[src/esmi_pkg.sv]
// Package for the electrode switch / mode relay interlock.
// Holds command, mode, probe and status codes, masks and the state struct.
// No dependencies.
package esmi_pkg;

  // Command codes
  localparam logic [1:0] FUNC_SELECT = 2'd0;
  localparam logic [1:0] FUNC_MODE   = 2'd1;
  localparam logic [1:0] FUNC_MAP    = 2'd2;

  // Work modes
  localparam logic [2:0] MODE_MAPPING = 3'd0;
  localparam logic [2:0] MODE_CONTACT = 3'd1;
  localparam logic [2:0] MODE_LOOP    = 3'd2;
  localparam logic [2:0] MODE_ABL     = 3'd3;
  localparam logic [2:0] MODE_UNSET   = 3'd4;

  // Probe kinds
  localparam logic [1:0] KIND_PVI1    = 2'd0;
  localparam logic [1:0] KIND_PVI2    = 2'd1;
  localparam logic [1:0] KIND_FOCAL   = 2'd2;
  localparam logic [1:0] KIND_NONE    = 2'd3;

  // Polarity schemes
  localparam logic [1:0] POL_A = 2'd0;
  localparam logic [1:0] POL_B = 2'd1;
  localparam logic [1:0] POL_C = 2'd2;
  localparam logic [1:0] POL_D = 2'd3;

  // Status codes
  localparam logic [1:0] STATUS_OK      = 2'd0;
  localparam logic [1:0] STATUS_INVALID = 2'd1;
  localparam logic [1:0] STATUS_NO_MODE = 2'd2;

  // Bitmap masks
  localparam int unsigned MAP_W = 25;
  localparam int unsigned POLE_W = 24;
  localparam logic [MAP_W-1:0] FOCAL_MASK = 25'h1999998;
  localparam logic [MAP_W-1:0] PVI1_MASK  = 25'h1111110;
  localparam logic [MAP_W-1:0] TOP_BIT    = 25'h0000001;

  // Relay and polarity pin levels (active low relays)
  typedef struct packed {
    logic pole_pol;
    logic top_pol;
    logic neg_plate;
    logic loop_rly;
    logic contact;
    logic ecg;
  } esmi_pins_t;

  // Architectural state; top wire and expander follow from applied map
  typedef struct packed {
    logic [1:0]       kind;
    logic [1:0]       pol;
    logic [2:0]       mode;
    logic [MAP_W-1:0] preset;
    logic [MAP_W-1:0] applied;
    esmi_pins_t       pins;
  } esmi_state_t;

  localparam esmi_state_t STATE_RESET = '{
    kind:    KIND_NONE,
    pol:     POL_A,
    mode:    MODE_UNSET,
    preset:  '0,
    applied: '0,
    pins:    '1
  };

endpackage

[src/esmi_core.sv]
// Next-state and status logic for one command of the interlock.
// Purely combinational; depends on esmi_pkg.
module esmi_core (
  input  esmi_pkg::esmi_state_t  cur_i,
  input  logic [1:0]             func_i,
  input  logic [1:0]             probe_type_i,
  input  logic [1:0]             probe_polarity_i,
  input  logic [2:0]             new_mode_i,
  input  logic [esmi_pkg::MAP_W-1:0] elec_bitmap_i,
  output esmi_pkg::esmi_state_t  nxt_o,
  output logic [1:0]             status_o
);

  typedef struct packed {
    logic                  ok;
    esmi_pkg::esmi_state_t st;
  } run_t;

  // Applied bitmap: preset in loop/ablation, cleared in mapping/contact
  function automatic esmi_pkg::esmi_state_t apply_map(esmi_pkg::esmi_state_t s);
    esmi_pkg::esmi_state_t r;
    r = s;
    case (s.mode) inside
      esmi_pkg::MODE_LOOP, esmi_pkg::MODE_ABL:        r.applied = s.preset;
      esmi_pkg::MODE_MAPPING, esmi_pkg::MODE_CONTACT: r.applied = '0;
      default:                                        r.applied = s.applied;
    endcase
    return r;
  endfunction

  // Enter a mode with the stored probe pair
  function automatic run_t run_mode(esmi_pkg::esmi_state_t s, logic [2:0] m);
    run_t r;
    logic pol_ok;
    r.ok = 1'b0;
    r.st = s;
    pol_ok = 1'b0;
    case (m)
      esmi_pkg::MODE_MAPPING, esmi_pkg::MODE_CONTACT: begin
        if (!(m == esmi_pkg::MODE_CONTACT && s.kind == esmi_pkg::KIND_PVI1)) begin
          r.st.pins.ecg       = (m == esmi_pkg::MODE_CONTACT);
          r.st.pins.contact   = (m == esmi_pkg::MODE_MAPPING);
          r.st.pins.loop_rly  = 1'b1;
          r.st.pins.neg_plate = 1'b1;
          r.st.pins.top_pol   = 1'b1;
          r.st.pins.pole_pol  = 1'b1;
          r.st.mode = m;
          r.st      = apply_map(r.st);
          r.ok      = 1'b1;
        end
      end
      esmi_pkg::MODE_LOOP, esmi_pkg::MODE_ABL: begin
        // relays switch even if the polarity check fails
        r.st.pins.ecg      = 1'b1;
        r.st.pins.contact  = 1'b1;
        r.st.pins.loop_rly = (m == esmi_pkg::MODE_ABL);
        case (s.pol)
          esmi_pkg::POL_A: pol_ok = 1'b1;
          esmi_pkg::POL_B, esmi_pkg::POL_C:
            pol_ok = (s.kind == esmi_pkg::KIND_PVI2) || (s.kind == esmi_pkg::KIND_FOCAL);
          default: pol_ok = (s.kind == esmi_pkg::KIND_PVI2);
        endcase
        if (pol_ok) begin
          r.st.pins.neg_plate = (s.pol != esmi_pkg::POL_B);
          r.st.pins.top_pol   = (s.pol == esmi_pkg::POL_A) || (s.pol == esmi_pkg::POL_B);
          r.st.pins.pole_pol  = (s.pol == esmi_pkg::POL_B) || (s.pol == esmi_pkg::POL_C);
          r.st.mode = m;
          r.st      = apply_map(r.st);
          r.ok      = 1'b1;
        end
      end
      default: r.ok = 1'b0;
    endcase
    return r;
  endfunction

  run_t                  rerun;
  run_t                  setm;
  esmi_pkg::esmi_state_t sel_st;
  esmi_pkg::esmi_state_t map_st;
  logic                  pair_ok;
  logic                  map_ok;

  // Probe pair check
  always_comb begin
    case (probe_type_i)
      esmi_pkg::KIND_PVI1:  pair_ok = (probe_polarity_i == esmi_pkg::POL_A);
      esmi_pkg::KIND_PVI2:  pair_ok = 1'b1;
      esmi_pkg::KIND_FOCAL: pair_ok = (probe_polarity_i != esmi_pkg::POL_D);
      default:              pair_ok = 1'b0;
    endcase
  end

  // Bitmap rules against the stored probe
  always_comb begin
    map_ok = 1'b1;
    if (cur_i.kind == esmi_pkg::KIND_FOCAL && |(elec_bitmap_i & esmi_pkg::FOCAL_MASK))
      map_ok = 1'b0;
    if (cur_i.kind == esmi_pkg::KIND_PVI1 && |(elec_bitmap_i & esmi_pkg::PVI1_MASK))
      map_ok = 1'b0;
    if (cur_i.pol == esmi_pkg::POL_A && elec_bitmap_i[0])
      map_ok = 1'b0;
    if ((cur_i.pol == esmi_pkg::POL_C || cur_i.pol == esmi_pkg::POL_D) && !elec_bitmap_i[0])
      map_ok = 1'b0;
  end

  // Candidate results of each command
  always_comb begin
    sel_st      = cur_i;
    sel_st.kind = probe_type_i;
    sel_st.pol  = probe_polarity_i;
    rerun       = run_mode(sel_st, cur_i.mode);
    setm        = run_mode(cur_i, new_mode_i);
    map_st        = cur_i;
    map_st.preset = elec_bitmap_i;
    if (cur_i.mode == esmi_pkg::MODE_LOOP || cur_i.mode == esmi_pkg::MODE_ABL)
      map_st = apply_map(map_st);
  end

  // Command select
  always_comb begin
    nxt_o    = cur_i;
    status_o = esmi_pkg::STATUS_INVALID;
    case (func_i)
      esmi_pkg::FUNC_SELECT: begin
        if (pair_ok) begin
          // status is OK whatever the outcome of the re-run
          nxt_o    = rerun.ok ? rerun.st : sel_st;
          if (!rerun.ok) nxt_o.pins = rerun.st.pins;
          status_o = esmi_pkg::STATUS_OK;
        end
      end
      esmi_pkg::FUNC_MODE: begin
        nxt_o    = setm.st;
        status_o = setm.ok ? esmi_pkg::STATUS_OK : esmi_pkg::STATUS_INVALID;
      end
      esmi_pkg::FUNC_MAP: begin
        if (map_ok) begin
          nxt_o    = map_st;
          status_o = esmi_pkg::STATUS_OK;
        end
      end
      default: begin
        nxt_o    = cur_i;
        status_o = esmi_pkg::STATUS_INVALID;
      end
    endcase
  end

endmodule

[src/electrode_switch_mode_interlock_unit.sv]
// Top level of the electrode switch / mode relay interlock.
// Depends on esmi_pkg and esmi_core.
//
//  channel | dir | tuser     | tdata, low bit up
//  s_axis  | in  | func[1:0] | probe_type[1:0] probe_polarity[3:2] new_mode[6:4] elec_bitmap[31:7]
//  m_axis  | out | -         | status[1:0] mode_now[4:2] pins[11:5] expander_out[35:12], pad 40
//  (pins low bit up: ecg contact loop neg_plate top_pol pole_pol top_wire)
//
// One command per cycle while results are taken; its result word is registered on acceptance.
// State and result update in the same edge through esmi_core, one register stage.
// Reset puts the probe to none, mode to unset, all pins high and no result pending.
// A stalled result word blocks input only while it is not taken.
module electrode_switch_mode_interlock_unit (
  input  logic        clk_i,
  input  logic        rst_ni,
  input  logic        s_axis_tvalid,
  output logic        s_axis_tready,
  input  logic [1:0]  s_axis_tuser,  // func
  input  logic [31:0] s_axis_tdata,  // probe_type, probe_polarity, new_mode, elec_bitmap
  output logic        m_axis_tvalid,
  input  logic        m_axis_tready,
  output logic [39:0] m_axis_tdata   // status, mode_now, 7 pins, expander_out
);

  esmi_pkg::esmi_state_t state_q, state_d;
  logic [1:0]            status_d;
  logic                  out_valid_q;
  logic [1:0]            status_q;
  logic                  accept;

  assign s_axis_tready = !out_valid_q || m_axis_tready;
  assign accept        = s_axis_tvalid && s_axis_tready;

  // Command evaluation
  esmi_core u_core (
    .cur_i            (state_q),
    .func_i           (s_axis_tuser),
    .probe_type_i     (s_axis_tdata[1:0]),
    .probe_polarity_i (s_axis_tdata[3:2]),
    .new_mode_i       (s_axis_tdata[6:4]),
    .elec_bitmap_i    (s_axis_tdata[31:7]),
    .nxt_o            (state_d),
    .status_o         (status_d)
  );

  // State and output handshake
  always_ff @(posedge clk_i or negedge rst_ni) begin
    if (!rst_ni) begin
      state_q     <= esmi_pkg::STATE_RESET;
      out_valid_q <= 1'b0;
    end else if (accept) begin
      state_q     <= state_d;
      out_valid_q <= 1'b1;
    end else if (m_axis_tready) begin
      out_valid_q <= 1'b0;
    end
  end

  // Status of the last accepted word
  always_ff @(posedge clk_i or negedge rst_ni) begin
    if (!rst_ni) begin
      status_q <= esmi_pkg::STATUS_OK;
    end else if (accept) begin
      status_q <= status_d;
    end
  end

  // Result word; switch outputs follow the applied bitmap
  assign m_axis_tvalid = out_valid_q;
  assign m_axis_tdata  = {4'b0,
                          ~state_q.applied[esmi_pkg::MAP_W-1:1],
                          ~state_q.applied[0],
                          state_q.pins.pole_pol,
                          state_q.pins.top_pol,
                          state_q.pins.neg_plate,
                          state_q.pins.loop_rly,
                          state_q.pins.contact,
                          state_q.pins.ecg,
                          state_q.mode,
                          status_q};

endmodule

[config.mk]
export PLATFORM = sky130hd
export DESIGN_NAME = electrode_switch_mode_interlock_unit
export DESIGN_NICKNAME = d
export VERILOG_FILES = /design/src/esmi_pkg.sv /design/src/esmi_core.sv /design/src/electrode_switch_mode_interlock_unit.sv
export SDC_FILE = /design/constraint.sdc
export NUM_CORES = 1
export LEC_CHECK = 0
export ABC_CLOCK_PERIOD_IN_PS = 3950
export BUFFER_PORTS_ARGS = -buffer_cell sky130_fd_sc_hd__buf_2
export CORE_MARGIN = 5
export CORE_UTILIZATION = 60
export CTS_BUF_LIST = sky130_fd_sc_hd__clkbuf_16
export DETAILED_ROUTE_END_ITERATION = 8
export PLACE_DENSITY = 0.91
export REMOVE_ABC_BUFFERS = 1
export SETUP_SLACK_MARGIN = 0.5
export SLEW_MARGIN = 20
export SYNTH_ARGS = -nofsm -noshare
export SYNTH_HDL_FRONTEND = slang
export SYNTH_HIERARCHICAL = 1
export SYNTH_SLANG_ARGS = --single-unit
[constraint.sdc]
create_clock -name clk_i -period 3.95 [get_ports clk_i]
set_input_delay 0.1975 -clock clk_i [delete_from_list [all_inputs] [get_ports clk_i]]
set_output_delay 0.1975 -clock clk_i [all_outputs]
set_load 0.03 [all_outputs]
=== Yosys cells after proc, flatten, opt, wreduce, memory -nomap -nowiden ===
Index checks and enable logic that the tools add are counted.

* Register bits: 66
* Bits of input ports: 38
* Output and inout port bits: 42
* Logic and storage cells: 125

* Equality and inequality tests: 33
* Multiplexer cells: 31
* Bitwise operators: 5
* Reduce and logical (&&, ||, !) cells: 43

{| class="wikitable"
|+ Operator list
! cell !! number
|-
| 64-bit 2-to-1 mux || 4
|-
| 63-bit one-hot mux with 2 select lines || 2
|-
| 63-bit one-hot mux with 3 select lines || 1
|-
| 63-bit 2-to-1 mux || 2
|-
| 56-bit 2-to-1 mux || 1
|-
| 25-bit 2-to-1 mux || 2
|-
| 31-bit 2-to-1 mux || 1
|-
| 24-bit NOT || 1
|-
| 3-bit != test (second input constant) || 7
|-
| 7-bit AND reduction || 2
|-
| 13-bit AND reduction || 1
|-
| 2-bit equality test (second input constant) || 6
|-
| 3-bit by 2-bit equality test with 1-bit output (second input constant) || 4
|-
| 2-bit by 1-bit != test with 1-bit output (second input constant) || 6
|-
| 12-bit OR reduction || 1
|-
| 2-bit OR reduction || 6
|-
| 1-bit 2-to-1 mux || 11
|-
| 2-bit by 1-bit equality test with 1-bit output (second input constant) || 5
|-
| 2-bit zero test || 5
|-
| 5-bit AND reduction || 2
|-
| 1-bit logical OR || 9
|-
| 1-bit one-hot mux with 2 select lines || 4
|-
| 1-bit logical AND || 7
|-
| 3-bit by 1-bit equality test with 1-bit output (second input constant) || 2
|-
| 11 further kinds || 20
|}

=== Logic depth before layout (Yosys ltp) ===
* Depth after elaboration: 10
* Depth in mapped cells: 11
* Mapped depth without buffers: 9

=== Modules after synthesis ===
The synthesis kept the hierarchy.

{| class="wikitable"
|+ By module, submodules not included
! module !! instances !! cells an instance !! area an instance (um2) !! sequential area each (um2)
|-
| electrode_switch_mode_interlock_unit || 1 || 180 || 2934.1 || 1662.8
|-
| esmi_core || 1 || 239 || 1734.2 || 0.0
|}

=== Least setup slack after synthesis ===
OpenSTA, ideal clock, no wires.

* Kind: register -> register
* From: register state_q[61] (netlist name)
* To: register state_q[10] (netlist name)
* Setup time: 0.125 ns
* Data arrival time: 2.473 ns
* Data required time: 3.825 ns
* Slack: 1.352 ns
* Stages on the path, launching flop included: 12
* Path buffers: 2
* Clock period less this slack: 2.598 ns
* Path through: dfstp_2 > inv_1 > ha_1 > a211o_1 > nand3_1 > nor2_1 > or2_1 > buf_2 > buf_6 > a22o_1 > a21o_1 > mux2_4

* Longest elaborated chain between the ends: 8
* Elaborated cells on any way between the ends: 17
* Those cells by class: eq/ne: 5; mux: 6; reduce/logical: 6

{| class="wikitable"
|+ Ends and longest elaborated chain
! element !! line !! text
|-
| from (decl) || electrode_switch_mode_interlock_unit.sv:25 || <nowiki>esmi_pkg::esmi_state_t state_q, state_d;</nowiki>
|-
| from (signal assigned) || electrode_switch_mode_interlock_unit.sv:49 || <nowiki>state_q <= esmi_pkg::STATE_RESET;</nowiki>
|-
| from (signal assigned) || electrode_switch_mode_interlock_unit.sv:52 || <nowiki>state_q <= state_d;</nowiki>
|-
| 2-bit equality test || esmi_core.sv:60, esmi_core.sv:97 ||
|-
| 1-bit logical AND || esmi_core.sv:97 || <nowiki>if (cur_i.kind == esmi_pkg::KIND_FOCAL && |(elec_bitmap_i & esmi_pkg::FOCAL_MASK))</nowiki>
|-
| 1-bit 2-to-1 mux || esmi_core.sv:97 ||
|-
| 1-bit 2-to-1 mux || esmi_core.sv:99 || <nowiki>if (cur_i.kind == esmi_pkg::KIND_PVI1 && |(elec_bitmap_i & esmi_pkg::PVI1_MASK))</nowiki>
|-
| 1-bit 2-to-1 mux || esmi_core.sv:101 || <nowiki>if (cur_i.pol == esmi_pkg::POL_A && elec_bitmap_i[0])</nowiki>
|-
| 1-bit 2-to-1 mux || esmi_core.sv:103 || <nowiki>if ((cur_i.pol == esmi_pkg::POL_C || cur_i.pol == esmi_pkg::POL_D) && !elec_bitmap_i[0])</nowiki>
|-
| 2-bit by 1-bit != test with 1-bit output (no source line) || -- ||
|-
| 13-bit AND reduction (no source line) (*) || -- ||
|}

Mark *: on every way between the ends. The rest lies on a longest branch, timed or not. The select of a mux whose other input is x is not followed.
A chain may end at the register's enable or synchronous reset.

=== Worst setup path in the final report ===
* From: register state_q[61] (netlist name)
* To: register state_q[23] (netlist name)

Same word-level chain as after synthesis.

==> impl_results.md <==
* Status: finished, final reports clean
* # nets final at around 530
* Yosys warns at 6
* Diode count at 0
* Global routing's busiest layer: met2
* Dpl cell area at 4878 sq um
* Worst EP required at 4.15 ns
* Final WL at 10,230 um
* Drt pass-1 iters at 5
* Area of the core at around 7600 sq um
* Synth Flop Type: dfrtp_1
* Worst Hold Path Cells at 2
* Number of distinct library cells after synthesis at 59
* Initial DRC count at 187
* CTS tree: yes
* Clock root cell: clkbuf_16
* Unrepaired setup endpoints after global routing: no
* Worst setup SP type: register
* Clk slew on worst S/H paths at 0.06 ns
* Synthesized area per cell at between 10 and 15 sq um
* Wire per inst at between 15 and 20 um
* Post-synth ARST share at 1.000
* DR vias at around 3,400
* Post-route DRC at 0
* Initial antenna violation count at 0
* HP Class: in -> reg
* Routability Congestion at 0.9406
* Max cap viols at 0
* Pin count of the biggest net entering global routing at 48
* Critical path type: reg -> reg
* Die area at between 9000 and 10,000 sq um
* Slew at the pin closest to its max-slew limit at about 1.1 ns
* Static Leak at between 2 and 3 nW
* TritonCTS Buffers at 9
* Placed wire-length estimate at around 7000 um
* Std cell rows at 32
* Vias/cell at between 5 and 6
* Cell Area, Synth at 4668 sq um
* # IOs at 80
* Final period util at 0.7564
* Die height at approximately 100 um
* Worst VDD drop at 0.3524 mV
* TritonCTS sink count at 66
* Fmax at about 0.33 GHz
* Fin util at 0.6769
* EDFF count, synth at 0
* Initial Util at 0.6104
* Worst-case clock buffer depth at 2
* First-pass GRT wire length at between 15,000 and 20,000 um
* Die span in x at a little under 100 um
* Worst R2R Path Depth at 9
* Setup-failing EPs final at 0
* Non-Filler Instances at between 500 and 600
* Final hold vios at 0
* Met1 usage at 0.2753
* Critical Path End Type: register
* Share of cells above drive strength 1 at 0.4121
* Worst Path Max Fanout at 24
* Total grt overflow at 0
* Area Growth Syn to Fin at 10.88%
* Min cycle time layout at approximately 3 ns
* Total Routing Usage GR at 0.2115
* Max-slew headroom at 0.2865
* Design area at 5176 sq um
* Crit path DAT at roughly 3.2 ns
* M2 GR Usage at 0.3670
* Max H-tree Level at 3
* Global Route met3 Usage at 0.04929
* Dominant cells by area after synthesis: dfrtp_1 (31%), mux2_4 (16%), mux2_2 (9.6%)
* Clk Latency, worst-skew pair at between 0.3 and 0.4 ns
* Register bit total from synthesis at 66
* Yosys top cell by area: dfrtp_1
* Fin. max-slew vios at 0
* Syn Inst Count at ~420
* Placed Cells at approximately 560
* Detail Route Antenna Nets at 0
* Power Density at 712.6 nW/um^2
* Setup TNS at 0 ns
* I/O Buffers at 75
* Register area share after synthesis at 0.3562
* Max Clock Skew at a little over 0.005 ns
* Vias in the first global route at around 3,500
* Top-area cell type share of the netlist area at 0.3055
repair_timing:
item / 4_1_cts / 5_1_grt
setup buffers: 0 / 0
hold buffers: 1 / 0
endpoints found under the hold margin: 15 / 0
gates resized for setup: 0 / 0
layout by cell type (no fill, tap or decap), drive strengths merged, types with 2 or more instances in the layout:
| cell | instances |
|---|---|
| inv | 41 |
| clkbuf | 9 |
| a221oi | 2 |
| nor2 | 21 |
| mux2 | 90 |
| dfstp | 9 |
| conb | 5 |
| nand2 | 8 |
| o2bb2ai | 2 |
| o31ai | 4 |
| clkinv | 4 |
| a22oi | 2 |
| a31oi | 2 |
| o211ai | 3 |
| o21bai | 2 |
| o21ai | 13 |
| dfrtp | 57 |
| nor2b | 3 |
| nand3 | 5 |
| buf | 77 |
| and2 | 2 |
| nand2b | 7 |
| o22ai | 3 |
| nor4 | 3 |
| a21o | 25 |
| ha | 14 |
| nor3 | 12 |
| a211oi | 2 |
| a22o | 23 |
| a21oi | 8 |
| mux2i | 2 |
worst max-delay path, stage by stage (launching register included):
cell     delay (ns)
dfstp_2        0.54
inv_1          0.07
ha_1           0.30
a211o_1        0.33
nand3_1        0.17
nor2_1         0.08
or2_1          0.57
a22o_1         0.38
a21o_1         0.15
mux2_4         0.26
cell usage after synthesis, types with 3 or more instances:
library cell,number
a21o_1,25
a21oi_1,8
a22o_1,23
buf_12,6
buf_2,9
buf_4,16
clkbuf_1,4
dfrtp_1,57
dfstp_2,9
ha_1,14
inv_1,39
mux2_2,40
mux2_4,50
nand2_1,7
nand2b_1,6
nand3_1,5
nor2_1,19
nor2b_1,3
nor3_1,12
o211ai_1,3
o21ai_0,12
o22ai_1,3
o31ai_1,3
metrics by stage:
step	setup WS, ns	total power (W)	hold WS (ns)
2_1_floorplan	1.325	0.002477	-0.09809
3_3_place_gp	1.050	0.002824	0.1893
3_5_place_dp	0.9617	0.002911	0.1969
4_1_cts	0.9608	0.003703	0.1102
5_1_grt	0.8176	0.003900	0.1238
6_report	0.9624	0.003688	0.1135
flip-flops by register name (all words and copies together), names as in the netlist:
name / cells
m_axis_tvalid: 1
m_axis_tdata: 9
status_q: 2
state_q: 54
final timing paths:
path / to / slack [ns] / start
min in group asynchronous: state_q[16] / 0.37 / rst_ni
worst min register to register: status_q[1] / 0.52 / status_q[1]
worst min-delay path: m_axis_tvalid / 0.11 / s_axis_tvalid
max in group asynchronous: state_q[51] / 2.61 / rst_ni
worst max-delay path: state_q[23] / 0.96 / state_q[61]
worst max register to register: state_q[23] / 0.96 / state_q[61]
logic make-up (layout without fill, tap and decap cells):
logic type | count (synthesis) | count (layout) | synth area share
buf+inv | 78 | 134 | 0.1024
other cells | 2 | 5 | 0.001609
fa+ha+maj | 14 | 14 | 0.03752
flops | 66 | 66 | 0.3562
simple gates | 64 | 64 | 0.07317
mux | 92 | 92 | 0.2616
compound gates | 103 | 103 | 0.1675
area by class of cell:
cell class,count,area (sq um)
Fill cell,589,2471
Inverter,40,150.1
Timing Repair Buffer,78,400.4
Clock inverter,7,62.56
Sequential cell,66,1663
Tap cell,102,127.6
Clock buffer,9,225.2
Multi-Input combinational cell,278,2547
layer usage:
metal | up-vias | part of all wire
met1 | 1670 | 0.44
met4 | 0 | 0.0066
met3 | 10 | 0.066
met5 | - | 0
li1 | 1586 | -
met2 | 138 | 0.49
report_power, final:
| part | internal (W) | leakage (nW) | switching [W] |
|---|---|---|---|
| Clock | 0.000482 | 0.145 | 0.000295 |
| Combinational | 0.000816 | 1.65 | 0.000846 |
| Sequential | 0.000987 | 0.827 | 0.000262 |
Note: power is estimated with default switching activity, not from simulation.
